`src/rtl/dnle_pkg.sv`:
```
package dnle_pkg;

  // Default limits
  localparam int MAX_LABEL_DEF = 63;
  localparam int MAX_NAME_DEF  = 255;

  // Widths fixed by the item fields
  localparam int CHAR_W = 8;
  localparam int CNT_W  = 6;
  localparam int ENC_W  = 8;
  localparam int TOT_W  = 9;
  localparam int POS_W  = 7;
  localparam int BC_W   = 2;
  localparam int STS_W  = 2;

  // Character codes
  localparam logic [CHAR_W-1:0] CH_DOT = 8'd46;
  localparam logic [CHAR_W-1:0] CH_END = 8'd0;

  // Result status codes
  localparam logic [STS_W-1:0] ST_OK    = 2'd0;
  localparam logic [STS_W-1:0] ST_LABEL = 2'd1;
  localparam logic [STS_W-1:0] ST_NAME  = 2'd2;

  // Byte count codes
  localparam logic [BC_W-1:0] BC_NONE = 2'd0;
  localparam logic [BC_W-1:0] BC_ONE  = 2'd1;
  localparam logic [BC_W-1:0] BC_TWO  = 2'd2;

  typedef enum logic [1:0] {
    S_IDLE,
    S_READ,
    S_EMIT,
    S_ERR
  } state_t;

  typedef struct packed {
    logic accept;
    logic rd_en;
    logic load_data;
    logic load_err;
  } dp_cmd_t;

  typedef struct packed {
    logic start_flush;
    logic start_err;
    logic more;
    logic out_free;
  } dp_status_t;

endpackage

```
`src/rtl/dnle_ctrl.sv`:
```
module dnle_ctrl (
  input  logic                 clk,
  input  logic                 rst,
  input  logic                 in_valid,
  output logic                 in_stall,
  output dnle_pkg::dp_cmd_t    cmd,
  input  dnle_pkg::dp_status_t dp_st
);

  dnle_pkg::state_t state;
  dnle_pkg::state_t state_next;

  // State register
  always_ff @(posedge clk) begin
    if (rst) begin
      state <= dnle_pkg::S_IDLE;
    end else begin
      state <= state_next;
    end
  end

  // Sequence intake, label readout and error beats
  always_comb begin
    state_next = state;
    cmd        = '0;
    in_stall   = 1'b1;
    case (state)
      dnle_pkg::S_IDLE: begin
        in_stall   = 1'b0;
        cmd.accept = in_valid;
        if (in_valid) begin
          if (dp_st.start_flush) begin
            state_next = dnle_pkg::S_READ;
          end else if (dp_st.start_err) begin
            state_next = dnle_pkg::S_ERR;
          end
        end
      end
      dnle_pkg::S_READ: begin
        cmd.rd_en  = 1'b1;
        state_next = dnle_pkg::S_EMIT;
      end
      dnle_pkg::S_EMIT: begin
        if (dp_st.out_free) begin
          cmd.load_data = 1'b1;
          if (dp_st.more) begin
            cmd.rd_en = 1'b1;
          end else begin
            state_next = dnle_pkg::S_IDLE;
          end
        end
      end
      dnle_pkg::S_ERR: begin
        if (dp_st.out_free) begin
          cmd.load_err = 1'b1;
          state_next   = dnle_pkg::S_IDLE;
        end
      end
      default: begin
        state_next = dnle_pkg::S_IDLE;
      end
    endcase
  end

endmodule

```
`src/rtl/dnle_datapath.sv`:
```
module dnle_datapath #(
  parameter int MAX_LABEL = dnle_pkg::MAX_LABEL_DEF,
  parameter int MAX_NAME  = dnle_pkg::MAX_NAME_DEF
) (
  input  logic                          clk,
  input  logic                          rst,
  input  logic [dnle_pkg::CHAR_W-1:0]   char_in,
  input  dnle_pkg::dp_cmd_t             cmd,
  output dnle_pkg::dp_status_t          dp_st,
  output logic                          out_valid,
  input  logic                          out_stall,
  output logic [dnle_pkg::CHAR_W-1:0]   first_byte,
  output logic [dnle_pkg::CHAR_W-1:0]   second_byte,
  output logic [dnle_pkg::BC_W-1:0]     byte_count,
  output logic [dnle_pkg::STS_W-1:0]    status,
  output logic                          last
);

  localparam int ADDR_W = (MAX_LABEL > 1) ? $clog2(MAX_LABEL) : 1;
  localparam int CW     = dnle_pkg::CNT_W;
  localparam int PW     = dnle_pkg::POS_W;
  localparam int TW     = dnle_pkg::TOT_W;

  logic [dnle_pkg::CHAR_W-1:0] mem [MAX_LABEL];

  logic [CW-1:0]                label_count;
  logic [dnle_pkg::ENC_W-1:0]   encoded_count;
  logic                         dropping;
  logic [CW-1:0]                fl_n;
  logic [PW-1:0]                fl_len;
  logic [PW-1:0]                pos;
  logic [PW-1:0]                pos_r;
  logic [dnle_pkg::CHAR_W-1:0]  rd_a;
  logic [dnle_pkg::CHAR_W-1:0]  rd_b;
  logic [dnle_pkg::STS_W-1:0]   err_code;

  logic                         is_end;
  logic                         is_dot;
  logic [TW-1:0]                total;
  logic                         name_over;
  logic                         label_full;
  logic                         has_label;
  logic                         do_write;
  logic [ADDR_W-1:0]            addr_a;
  logic [ADDR_W-1:0]            addr_b;
  logic [PW-1:0]                fl_nx;
  logic [PW-1:0]                pos_r1;
  logic [PW-1:0]                pos_r2;
  logic                         two;
  logic [dnle_pkg::CHAR_W-1:0]  byte_a;
  logic [dnle_pkg::CHAR_W-1:0]  byte_b;

  // Classify the incoming character against the current label and name
  always_comb begin
    is_end     = (char_in == dnle_pkg::CH_END);
    is_dot     = (char_in == dnle_pkg::CH_DOT);
    total      = TW'(encoded_count) + TW'(label_count) + TW'(1);
    name_over  = (total > TW'(MAX_NAME));
    label_full = (label_count >= CW'(MAX_LABEL));
    has_label  = (label_count != '0);
    do_write   = cmd.accept && !is_end && !is_dot && !dropping && !label_full;
    if (is_end) begin
      dp_st.start_flush = !dropping && !(has_label && name_over);
      dp_st.start_err   = !dropping && has_label && name_over;
    end else begin
      dp_st.start_flush = !dropping && is_dot && !name_over;
      dp_st.start_err   = !dropping && (is_dot ? name_over : label_full);
    end
    dp_st.more     = (pos < fl_len);
    dp_st.out_free = !out_valid || !out_stall;
  end

  // Track label length, encoded length and the drop flag
  always_ff @(posedge clk) begin
    if (rst) begin
      label_count   <= '0;
      encoded_count <= '0;
      dropping      <= 1'b0;
    end else if (cmd.accept) begin
      if (is_end) begin
        label_count   <= '0;
        encoded_count <= '0;
        dropping      <= 1'b0;
      end else if (!dropping) begin
        if (is_dot) begin
          if (name_over) begin
            dropping <= 1'b1;
          end else begin
            label_count   <= '0;
            encoded_count <= total[dnle_pkg::ENC_W-1:0];
          end
        end else if (label_full) begin
          dropping <= 1'b1;
        end else begin
          label_count <= label_count + CW'(1);
        end
      end
    end
  end

  // Capture the flush length on intake; advance the byte position per read
  always_ff @(posedge clk) begin
    if (rst) begin
      pos <= '0;
    end else if (cmd.accept) begin
      pos <= '0;
    end else if (cmd.rd_en) begin
      pos <= pos + PW'(2);
    end
  end

  always_ff @(posedge clk) begin
    if (cmd.accept) begin
      fl_n     <= label_count;
      err_code <= (is_end || is_dot) ? dnle_pkg::ST_NAME : dnle_pkg::ST_LABEL;
      if (is_end) begin
        fl_len <= has_label ? (PW'(label_count) + PW'(2)) : PW'(1);
      end else begin
        fl_len <= PW'(label_count) + PW'(1);
      end
    end
  end

  // Label buffer: one write port, two registered read ports
  assign addr_a = ADDR_W'(pos - PW'(1));
  assign addr_b = pos[ADDR_W-1:0];

  always_ff @(posedge clk) begin
    if (do_write) begin
      mem[label_count[ADDR_W-1:0]] <= char_in;
    end
    if (cmd.rd_en) begin
      rd_a  <= mem[addr_a];
      rd_b  <= mem[addr_b];
      pos_r <= pos;
    end
  end

  // Pick length byte, label byte or terminator for each half of the beat
  always_comb begin
    fl_nx  = PW'(fl_n);
    pos_r1 = pos_r + PW'(1);
    pos_r2 = pos_r + PW'(2);
    two    = (pos_r1 < fl_len);
    if (pos_r == '0) begin
      byte_a = dnle_pkg::CHAR_W'(fl_n);
    end else if (pos_r <= fl_nx) begin
      byte_a = rd_a;
    end else begin
      byte_a = '0;
    end
    byte_b = (two && (pos_r1 <= fl_nx)) ? rd_b : '0;
  end

  // Output register
  always_ff @(posedge clk) begin
    if (rst) begin
      out_valid <= 1'b0;
    end else if (cmd.load_data || cmd.load_err) begin
      out_valid <= 1'b1;
    end else if (!out_stall) begin
      out_valid <= 1'b0;
    end
  end

  always_ff @(posedge clk) begin
    if (cmd.load_data) begin
      first_byte  <= byte_a;
      second_byte <= byte_b;
      byte_count  <= two ? dnle_pkg::BC_TWO : dnle_pkg::BC_ONE;
      status      <= dnle_pkg::ST_OK;
      last        <= (pos_r2 >= fl_len);
    end else if (cmd.load_err) begin
      first_byte  <= '0;
      second_byte <= '0;
      byte_count  <= dnle_pkg::BC_NONE;
      status      <= err_code;
      last        <= 1'b1;
    end
  end

endmodule

```
`src/rtl/dns_name_label_encoder.sv`:
```
// Channel  | Handshake            | Beat contents
// ---------+----------------------+-------------------------------------------------
// input    | in_valid / in_stall  | char_in
// output   | out_valid / out_stall| first_byte, second_byte, byte_count, status, last
//
// A label character, or any character while dropping, is only stored or skipped; an error also emits an error beat.
// A '.' with a label of n characters runs intake, a buffer read, then one beat per cycle
// from the two-port label buffer while out_stall is low, ceil((n + 1) / 2) beats in all.
// The end byte does the same with ceil((n + 2) / 2) beats with a label, one beat without.
// Reset clears the counters and the drop flag; the label buffer keeps its contents.
// out_stall holds the output register and the readout; in_stall is high meanwhile.
module dns_name_label_encoder #(
  parameter int MAX_LABEL = dnle_pkg::MAX_LABEL_DEF,
  parameter int MAX_NAME  = dnle_pkg::MAX_NAME_DEF
) (
  input  logic                        clk,
  input  logic                        rst,
  input  logic                        in_valid,
  output logic                        in_stall,
  input  logic [dnle_pkg::CHAR_W-1:0] char_in,
  output logic                        out_valid,
  input  logic                        out_stall,
  output logic [dnle_pkg::CHAR_W-1:0] first_byte,
  output logic [dnle_pkg::CHAR_W-1:0] second_byte,
  output logic [dnle_pkg::BC_W-1:0]   byte_count,
  output logic [dnle_pkg::STS_W-1:0]  status,
  output logic                        last
);

  dnle_pkg::dp_cmd_t    cmd;
  dnle_pkg::dp_status_t dp_st;

  dnle_ctrl u_ctrl (
    .clk      (clk),
    .rst      (rst),
    .in_valid (in_valid),
    .in_stall (in_stall),
    .cmd      (cmd),
    .dp_st    (dp_st)
  );

  dnle_datapath #(
    .MAX_LABEL (MAX_LABEL),
    .MAX_NAME  (MAX_NAME)
  ) u_dp (
    .clk         (clk),
    .rst         (rst),
    .char_in     (char_in),
    .cmd         (cmd),
    .dp_st       (dp_st),
    .out_valid   (out_valid),
    .out_stall   (out_stall),
    .first_byte  (first_byte),
    .second_byte (second_byte),
    .byte_count  (byte_count),
    .status      (status),
    .last        (last)
  );

endmodule

```
`config.mk`:
```
export PLATFORM = sky130hd
export DESIGN_NAME = dns_name_label_encoder
export DESIGN_NICKNAME = d
export VERILOG_FILES = /design/src/rtl/dnle_pkg.sv /design/src/rtl/dnle_ctrl.sv /design/src/rtl/dnle_datapath.sv /design/src/rtl/dns_name_label_encoder.sv
export SDC_FILE = /design/constraint.sdc
export NUM_CORES = 1
export LEC_CHECK = 0
export BUFFER_PORTS_ARGS = -buffer_cell sky130_fd_sc_hd__buf_2
export CAP_MARGIN = 20
export CORE_MARGIN = 2
export CORE_UTILIZATION = 63
export CTS_CLUSTER_SIZE = 25
export DETAILED_ROUTE_END_ITERATION = 10
export GPL_TIMING_DRIVEN = 0
export PLACE_DENSITY = 0.77
export SLEW_MARGIN = 30
export SYNTH_ARGS = -nofsm -noshare
export SYNTH_HDL_FRONTEND = slang
export SYNTH_SLANG_ARGS = --single-unit
```
`constraint.sdc`:
```
create_clock -name clk -period 3.81 [get_ports clk]
set_input_delay 0.5715 -clock clk [delete_from_list [all_inputs] [get_ports clk]]
set_output_delay 0.5715 -clock clk [all_outputs]
set_load 0.03 [all_outputs]
```
**Word-level counts from Yosys, hierarchy flattened**

Memories as Yosys holds them, arrays and structs flattened. A register that Yosys moved wholly into a read port is not among the register bits.
Index checks and enable logic that the tools add are counted.

- Reductions and logical operators: 33
- Mux-type cells: 49
- $add $sub $neg: 9
- Shift operators: 0
- Div/mod/pow operators: 0
- Magnitude comparators: 7
- Equal/unequal tests: 14
- Bitwise operators: 0
- $mul: 0

Operators with widths:

| kind | number |
|---|---|
| 8-bit 2-to-1 mux | 10 |
| 6-bit 2-to-1 mux | 5 |
| 2-bit 2-to-1 mux | 12 |
| 1-bit 2-to-1 mux | 18 |
| 7-bit by 2-bit adder with 7-bit output (second input constant) | 2 |
| 7-bit by 6-bit <= comparator with 1-bit output | 2 |
| 7-bit less-than comparator | 2 |
| 7-bit 2-to-1 mux | 2 |
| 1-bit logical AND | 12 |
| 2-bit != test (second input constant) | 5 |
| 8-bit by 6-bit adder with 9-bit output | 1 |
| 9-bit by 1-bit adder with 9-bit output (second input constant) | 1 |
| 9-bit by 8-bit greater-than comparator with 1-bit output (second input constant) | 1 |
| 8-bit by 6-bit == test with 1-bit output (second input constant) | 1 |
| 1-bit zero test | 8 |
| 8-bit zero test | 1 |
| 2-bit case mux with 4 select lines | 1 |
| 4-bit AND reduction | 2 |
| 6-bit by 1-bit adder with 7-bit output (second input constant) | 1 |
| 6-bit by 2-bit adder with 7-bit output (second input constant) | 1 |
| 7-bit by 1-bit adder with 7-bit output (second input constant) | 1 |
| 7-bit >= comparator | 1 |
| 7-bit zero test | 1 |
| 6-bit by 1-bit adder with 6-bit output (second input constant) | 1 |
| 15 further kinds | 20 |

- Memories kept: 1
- Output and inout bits: 23
- Flip-flop bits (word level): 68
- Memory bits (writable): 504
- Word-level logic and storage cells: 128
- Latch bits: 0
- ROM bits: 0
- Bits of input ports: 12

Memory list:

| name | depth | width | rd ports | clocked after memory_dff | wr ports | RTL line | source |
|---|---|---|---|---|---|---|---|
| u_dp.mem | 63 | 8 | 2 | 2 | 1 | dnle_datapath.sv:24 | `logic [dnle_pkg::CHAR_W-1:0] mem [MAX_LABEL];` |

**Longest topological paths before layout**

Gate-level depths: netlist of the first run.

- Depth after elaboration: 11
- Gate-level depth with buffers: 12

**Modules after synthesis**

Synthesis of the first run repeated with hierarchy kept, for this count alone.

- Cells, all modules: 1283
- Area, all modules: 24076.8 µm²

By module, submodules not included:

| module | times used | cells each | sequential area each (µm²) | area an instance (µm²) |
|---|---|---|---|---|
| dnle_datapath | 1 | 1258 | 17296.6 | 23842.9 |
| dnle_ctrl | 1 | 25 | 40.0 | 234.0 |

**Worst setup path before layout of the first run**

No wires, ideal clock.

- Kind: register to register
- Start: register u_dp.pos[2]
- End: register u_dp.rd_a[0] in the netlist's numbering, read port of u_dp.mem, data pin
- Library setup time: 0.260 ns
- Clock period less this slack: 3.493 ns
- Required time: 3.550 ns
- Cell stages (with the launch flop): 11
- Arrival time: 3.234 ns
- Slack: 0.317 ns
- Cells stage by stage: dfxtp_1 clkbuf_1 buf_1 clkbuf_1 inv_1 ha_1 clkbuf_1 clkbuf_1 mux4_2 mux4_2 mux2_2

- Cells in the longest elaborated chain, start to end: 4
- Elaborated cells between the ends (all ways): 5

Ends and longest elaborated chain:

| what | RTL line | source |
|---|---|---|
| start: declaration | dnle_datapath.sv:31 | `logic [PW-1:0] pos;` |
| start signal: assignment | dnle_datapath.sv:108 | `pos <= pos + PW'(2);` |
| 7-bit less-than comparator | dnle_datapath.sv:69 | `dp_st.more = (pos < fl_len);` |
| 1-bit 2-to-1 mux | dnle_ctrl.sv:46 | `if (dp_st.more) begin` |
| 2-bit 2-to-1 mux | dnle_ctrl.sv:44 | `if (dp_st.out_free) begin` |
| 1-bit case mux with 2 select lines | dnle_ctrl.sv:27 | `case (state)` |
| end: declaration | dnle_datapath.sv:33 | `logic [dnle_pkg::CHAR_W-1:0] rd_a;` |

Parallel ways exist; a longest one is shown, timed or not.
A chain may end at the register's enable or synchronous reset.

**Final worst setup path of the first run**

- Start: register u_dp.pos[1]
- End: register u_dp.rd_a[3] in the netlist's numbering, read port of u_dp.mem, data pin

- Elaborated cells between the ends (all ways): 5

RTL lines:

| what | RTL line | source |
|---|---|---|
| 6-bit by 1-bit subtractor with 6-bit output | dnle_datapath.sv:125 | `assign addr_a = ADDR_W'(pos - PW'(1));` |
| named net u_dp.addr_a[1] | dnle_datapath.sv:44 | `logic [ADDR_W-1:0] addr_a;` |

The timed path passes the listed nets, and every way through them passes these cells.

==> results of run 1 <==
==> where the power goes <==
group / internal [uW] / total (uW) / switching [uW] / leakage, uW
clock: 3100 / 5430 / 2320 / 0.000869
combinational: 465 / 1320 / 859 / 0.00220
sequential: 7270 / 7350 / 76.7 / 0.00527
==> registers in the layout, indices dropped and copies added (netlist names), 6 cells and up <==
name and count:
u_dp.rd_b 8, u_dp.pos_r 6, u_dp.label_count 6, u_dp.fl_len 7, u_dp.mem 504, u_dp.first_byte 8, u_dp.encoded_count 8, u_dp.pos 6
u_dp.rd_a 8, u_dp.fl_n 6, u_dp.second_byte 8
==> layer usage <==
| layer | wire [um] | part of all wire |
|---|---|---|
| met4 | 1450 | 0.029 |
| met1 | 20200 | 0.40 |
| met3 | 4540 | 0.089 |
| met5 | 0 | 0 |
| met2 | 24700 | 0.49 |
==> worst reg2reg max path, cell delays in order (launching register included) <==
cell      delay, ps
dfxtp_1         420
clkbuf_2        230
buf_6           230
buf_6           240
inv_1            70
ha_1            330
clkbuf_2        280
clkbuf_4        370
mux4_2          380
mux4_2          510
mux2_2          340
==> cells in the final DEF (no fill, tap or decap), types with 3 or more instances in the layout <==
cell type,count
bufinv_16,5
a211oi_1,6
clkinvlp_4,4
dfxtp_1,26
mux2_2,17
nand2_1,42
o21a_1,7
nand3_1,12
a21oi_1,25
clkbuf_8,3
clkinv_2,10
nor2_1,91
xnor2_1,6
nor2b_1,10
a22o_1,7
buf_2,34
buf_6,9
clkbuf_1,29
buf_4,11
o21ai_0,16
or3_1,4
clkinv_1,6
clkbuf_4,6
nand4_1,3
nor3_1,10
and3_1,3
edfxtp_1,560
clkbuf_16,56
inv_1,30
clkinv_8,3
clkbuf_2,3
o21ai_1,4
a21o_1,3
ha_1,46
nand4b_1,3
and2_1,10
xor2_1,9
mux4_2,160
==> logic make-up (layout without fill, tap and decap cells) <==
logic type | count (synthesis) | in the layout
AOI/OAI and AO/OA | 88 | 88
xor gates and xnor gates | 17 | 17
adders and majority gates | 47 | 47
buffers and inverters | 78 | 212
DFF | 586 | 586
muxes | 178 | 178
and+or+nand+nor | 200 | 200
==> worst paths after layout <==
check / slack (ps) / start / cells past startpoint / end
setup / recovery: 160 / u_dp.pos[1] / 10 / u_dp.rd_a[3]
hold / removal: 380 / out_stall / 3 / u_dp.out_valid
setup reg to reg: 160 / u_dp.pos[1] / 10 / u_dp.rd_a[3]
hold reg to reg: 460 / u_dp.encoded_count[3] / 2 / u_dp.encoded_count[3]
==> stage by stage <==
stage	power, uW	utilization
floorplan	8310	-
global placement	8750	0.657
detailed placement	8790	0.658
CTS	14200	0.707
global route	14500	0.707
finish	14100	0.707
==> layout make-up <==
class	instances	area, sq um
flip-flops and latches	586	17300
fillers	2233	11000
multi-input cells	530	6070
clock buffers	73	1500
well taps	511	639
clock inverters	28	302
plain buffers	46	289
repair buffers	33	185
inverters	32	120
==> repair_timing <==
item	in CTS	in global routing
setup endpoints to repair	9	7
hold buffers	0	0
gates cloned	0	0
setup buffers	0	0
pin swaps	0	0
gates resized for setup	14	6
==> metrics.cfg, run 1 <==
[global_route]
gr-usage-met1 = 0.382
grt_pass1_vias = 11800
grt_pass1_wl_mm = 75.8
grtUsageMet2 = 0.437
gr-total-overflow = 0
antenna_found_initial = 0
track_usage = 0.273
use_met3 = 0.0601
grt_max_degree = 66
top_usage_layer = met2

[sta]
drv_slew = 0
hold_ws_ps = 383
setup_tns_ps = 0
period_share = 0.959
finalHoldViolCount = 0
rsz0062_at_grt = false
max_freq_ghz = 0.274
setup_slack_ps = 157
maxSlewHeadroom = 0.366
period_minus_slack_ps = 3650
setup_viol = 0
tightest_slew_ps = 950
skew_ps = 29.2

[synthesis]
syn_avg_cell_area_sq_um = 19.9
yosys_warnings = 0
yosys.area_share.simple = 0.0386
synth_cells = 1194
synth_common_cells = edfxtp_1 (560), mux4_2 (160), nor2_1 (91), ha_1 (46), nand2_1 (42)
synth-compound-area-share = 0.0249
synthXorXnorAreaFrac = 0.00626
yosys.area.top_type_share = 0.707
seq_area_frac_synth = 0.729
synth_async_sr_flop_share = 0
ys_ff_latch = 586
muxShareOfSynthArea = 0.160
syn_nets = 1253
netlist_area_sq_mm = 0.0238
synthDistinctLibCells = 57
synth_top_family_by_area = multiplexers
synth.most_common_cell = edfxtp_1
yosys.area_share.adder = 0.0250
synth_flop_cell = edfxtp_1
yosysTopAreaCell = edfxtp_1
synth_area_leaders = edfxtp_1 (71%), mux4_2 (15%), ha_1 (2.4%)
synth-edff-count = 560

[clocking]
cts_buffers = 56
insertion_delay_ps = 630
cts_root_buf = clkbuf_16
h-tree-depth = 2
cts.sinks = 586
clk_pin_slew_ps = 60
cts.path.max_buffers = 3
tritoncts = built

[critical_path]
crit_required_ps = 4150
path_delay_family = buffers and inverters
cp_slowest_stage_delay_ps = 510
critPathBufInv = 6
critical_path_class = reg2reg
crit_slowest_cell = mux4_2
worstPathMaxFanout = 10
crit_chain = clkbuf_2 -> buf_6 -> buf_6 -> inv_1 -> ha_1 -> clkbuf_2 -> clkbuf_4 -> mux4_2 -> mux4_2 -> mux2_2
cp-end-kind = flop
cp.arrival_ps = 3990
startpoint_type = flop

[placed_design]
dp_hpwl_mm = 32.4
dp_cells = 1738
io_buffers = 33
place_area_sq_mm = 0.0246
dp_slack_ps = -1150
gp_congestion = 0.881

[power_and_ir_drop]
vdd.ir_drop.worst_v = 0.000440
power-per-cell-area_mw_per_mm2 = 533
p_leak_uw = 0.00834

[floorplan]
die_w_um = 198
fp.dieArea_sq_mm = 0.0393
ios = 35
start_util = 0.636
die_y_um = 198
rows = 71
core-area_sq_mm = 0.0374

[layout]
final_nets = 1344
drive_gt1_frac = 0.249
fin_cells = 1839
final_area_sq_mm = 0.0264
area_growth_syn_to_layout_pct = 11.2
antenna_cells = 0

[flow_run]
maxCapViolCount = 0

[drt]
route.detailed.drc = 0
drt-initial-drc-count = 1182
postRouteAntennaNets = 0
vias_per_cell = 6.39
wirelength_mm = 50.9
wl_per_cell_um = 27.7
firstDrtPassIters = 5
vias = 11700

[worst_hold_path]
holdCritPathClass = in2reg

[status]
status = completed

Power figures use the tool's default switching activity.
==> inputs of run 2 (changes only) <==
Settings changed: SETUP_SLACK_MARGIN set to 0.4.
==> metrics.cfg, run 2 (synthesized netlist as in run 1, its figures left out) <==
[status]
status = completed

[layout]
n_fill_cell = 2231  ; -0.090%
final_common_cell = edfxtp_1
final_area_sq_mm = 0.0265  ; +0.13%
fin_cells = 1837  ; -0.11%
postLayoutCoreUtil = 0.708  ; +0.000937
drive_gt1_frac = 0.250  ; +0.000376
largest_reg_flops = 504  ; unchanged
area_growth_syn_to_layout_pct = 11.4
final_nets = 1345  ; +0.074%
antenna_cells = 0  ; unchanged
mostFrequentLayoutCells = edfxtp_1 (560), mux4_2 (160), nor2_1 (91)

[power_and_ir_drop]
vdd.ir_drop.worst_v = 0.000374  ; -15%
power_uw = 14000  ; -0.51%
p_leak_uw = 0.00835  ; +0.13%
power-per-cell-area_mw_per_mm2 = 530  ; -0.64%

[floorplan]
die_w_um = 198  ; unchanged
fp.dieArea_sq_mm = 0.0393  ; unchanged
rows = 71  ; unchanged
die_y_um = 198  ; unchanged
start_util = 0.636  ; unchanged
ios = 35  ; unchanged
core-area_sq_mm = 0.0374  ; unchanged

[placed_design]
dp_hpwl_mm = 33.0  ; +2.0%
gp_congestion = 0.903  ; +2.4%
place_area_sq_mm = 0.0247  ; +0.15%
dp_cells = 1739  ; +0.058%
io_buffers = 33  ; unchanged

[clocking]
cts.path.max_buffers = 3  ; unchanged
cts_buffers = 56  ; unchanged
insertion_delay_ps = 600  ; -30 ps
cts.sinks = 586  ; unchanged
h-tree-depth = 2  ; unchanged
tritoncts = built
cts_root_buf = clkbuf_16
clk_pin_slew_ps = 60  ; about the same
cts_setup_buffers = 0  ; unchanged

[drt]
firstDrtPassIters = 6  ; +1
vias = 11900  ; +1.4%
wl_per_cell_um = 28.1  ; +1.5%
vias_per_cell = 6.49  ; +1.6%
postRouteAntennaNets = 0  ; unchanged
route.detailed.drc = 0  ; unchanged
drt-initial-drc-count = 1319  ; +12%
wirelength_mm = 51.6  ; +1.4%

[global_route]
grt_max_degree = 66  ; unchanged
antenna_found_initial = 0  ; unchanged
gr-total-overflow = 0  ; unchanged
track_usage = 0.277  ; +0.00383
grt_pass1_wl_mm = 77.5  ; +2.1%
grt_pass1_vias = 11800  ; +0.11%

[critical_path]
worstPathMaxFanout = 10  ; unchanged
cp-end-kind = flop
crit_required_ps = 4150  ; about the same
startpoint_type = flop
cp.arrival_ps = 3680  ; -310 ps
critical_path_class = reg2reg

[sta]
setup_viol = 0  ; unchanged
period_minus_slack_ps = 3350  ; -305 ps
period_share = 0.879  ; -0.0801
rsz0062_at_grt = false
max_freq_ghz = 0.299  ; +9.1%
tightest_slew_ps = 1010  ; +55.6 ps
finalHoldViolCount = 0  ; unchanged
setup_tns_ps = 0  ; unchanged
maxSlewHeadroom = 0.327  ; -0.0386
skew_ps = 20.1  ; -9.09 ps
drv_slew = 0  ; unchanged

[worst_hold_path]
holdCritPathClass = in2reg

[flow_run]
maxCapViolCount = 0  ; unchanged

-- run 2: cell type report --
cell class / instances / area, sq um / area share
Sequential cell: 586 / 17300 / 0.655
Multi-Input combinational cell: 530 / 6090 / 0.230
Clock buffer: 68 / 1470 / 0.0554
Tap cell: 511 / 639 / 0.0241
Buffer: 46 / 338 / 0.0128
Clock inverter: 30 / 272 / 0.0103
Timing Repair Buffer: 34 / 210 / 0.00794
Inverter: 32 / 120 / 0.00454
-- run 2: worst paths after layout --
| kind | to | slack [ps] | start | cells after the start |
|---|---|---|---|---|
| setup / recovery | u_dp.rd_a[1] | 460 | u_dp.pos[2] | 10 |
| hold / removal | u_dp.out_valid | 400 | out_stall | 3 |
| setup reg to reg | u_dp.rd_a[1] | 460 | u_dp.pos[2] | 10 |
| hold reg to reg | u_dp.encoded_count[2] | 460 | u_dp.encoded_count[2] | 2 |
-- run 2: repair_timing --
action / in CTS / in global routing
gates cloned: 0 / 0
pin swaps: 0 / 0
hold buffers: 0 / 0
gates resized for setup: 23 / 6
endpoints found under the setup margin: 17 / 11
-- run 2: power by group --
group	switching (uW)	total, uW	leakage, uW	internal (uW)
sequential	76.6	7350	0.00527	7270
clock	2270	5330	0.000846	3060
combinational	880	1350	0.00223	475
-- run 2: metrics by stage --
step / setup slack (ps) / hold WS (ps)
floorplan: 441 / 432
global placement: -897 / 447
detailed placement: -843 / 452
CTS: 408 / 360
global route: 421 / 430
finish: 462 / 396
-- run 2: critical path, stage by stage (launching register included) --
cell and delay [ps]:
dfxtp_2 380, buf_2 190, buf_4 230, clkbuf_8 220, inv_1 60, ha_1 350, clkbuf_8 220, clkbuf_8 200
mux4_2 350, mux4_2 550, mux2_2 320
-- run 2: per-layer routing --
| metal | global-route usage | share of wire | up-vias | wire (um) |
|---|---|---|---|---|
| met5 | 0 | 0 | - | 0 |
| met4 | 0.0757 | 0.025 | 0 | 1310 |
| met3 | 0.0586 | 0.088 | 88 | 4540 |
| met2 | 0.445 | 0.49 | 607 | 25400 |
| met1 | 0.394 | 0.40 | 6172 | 20400 |
| li1 | - | - | 5049 | - |
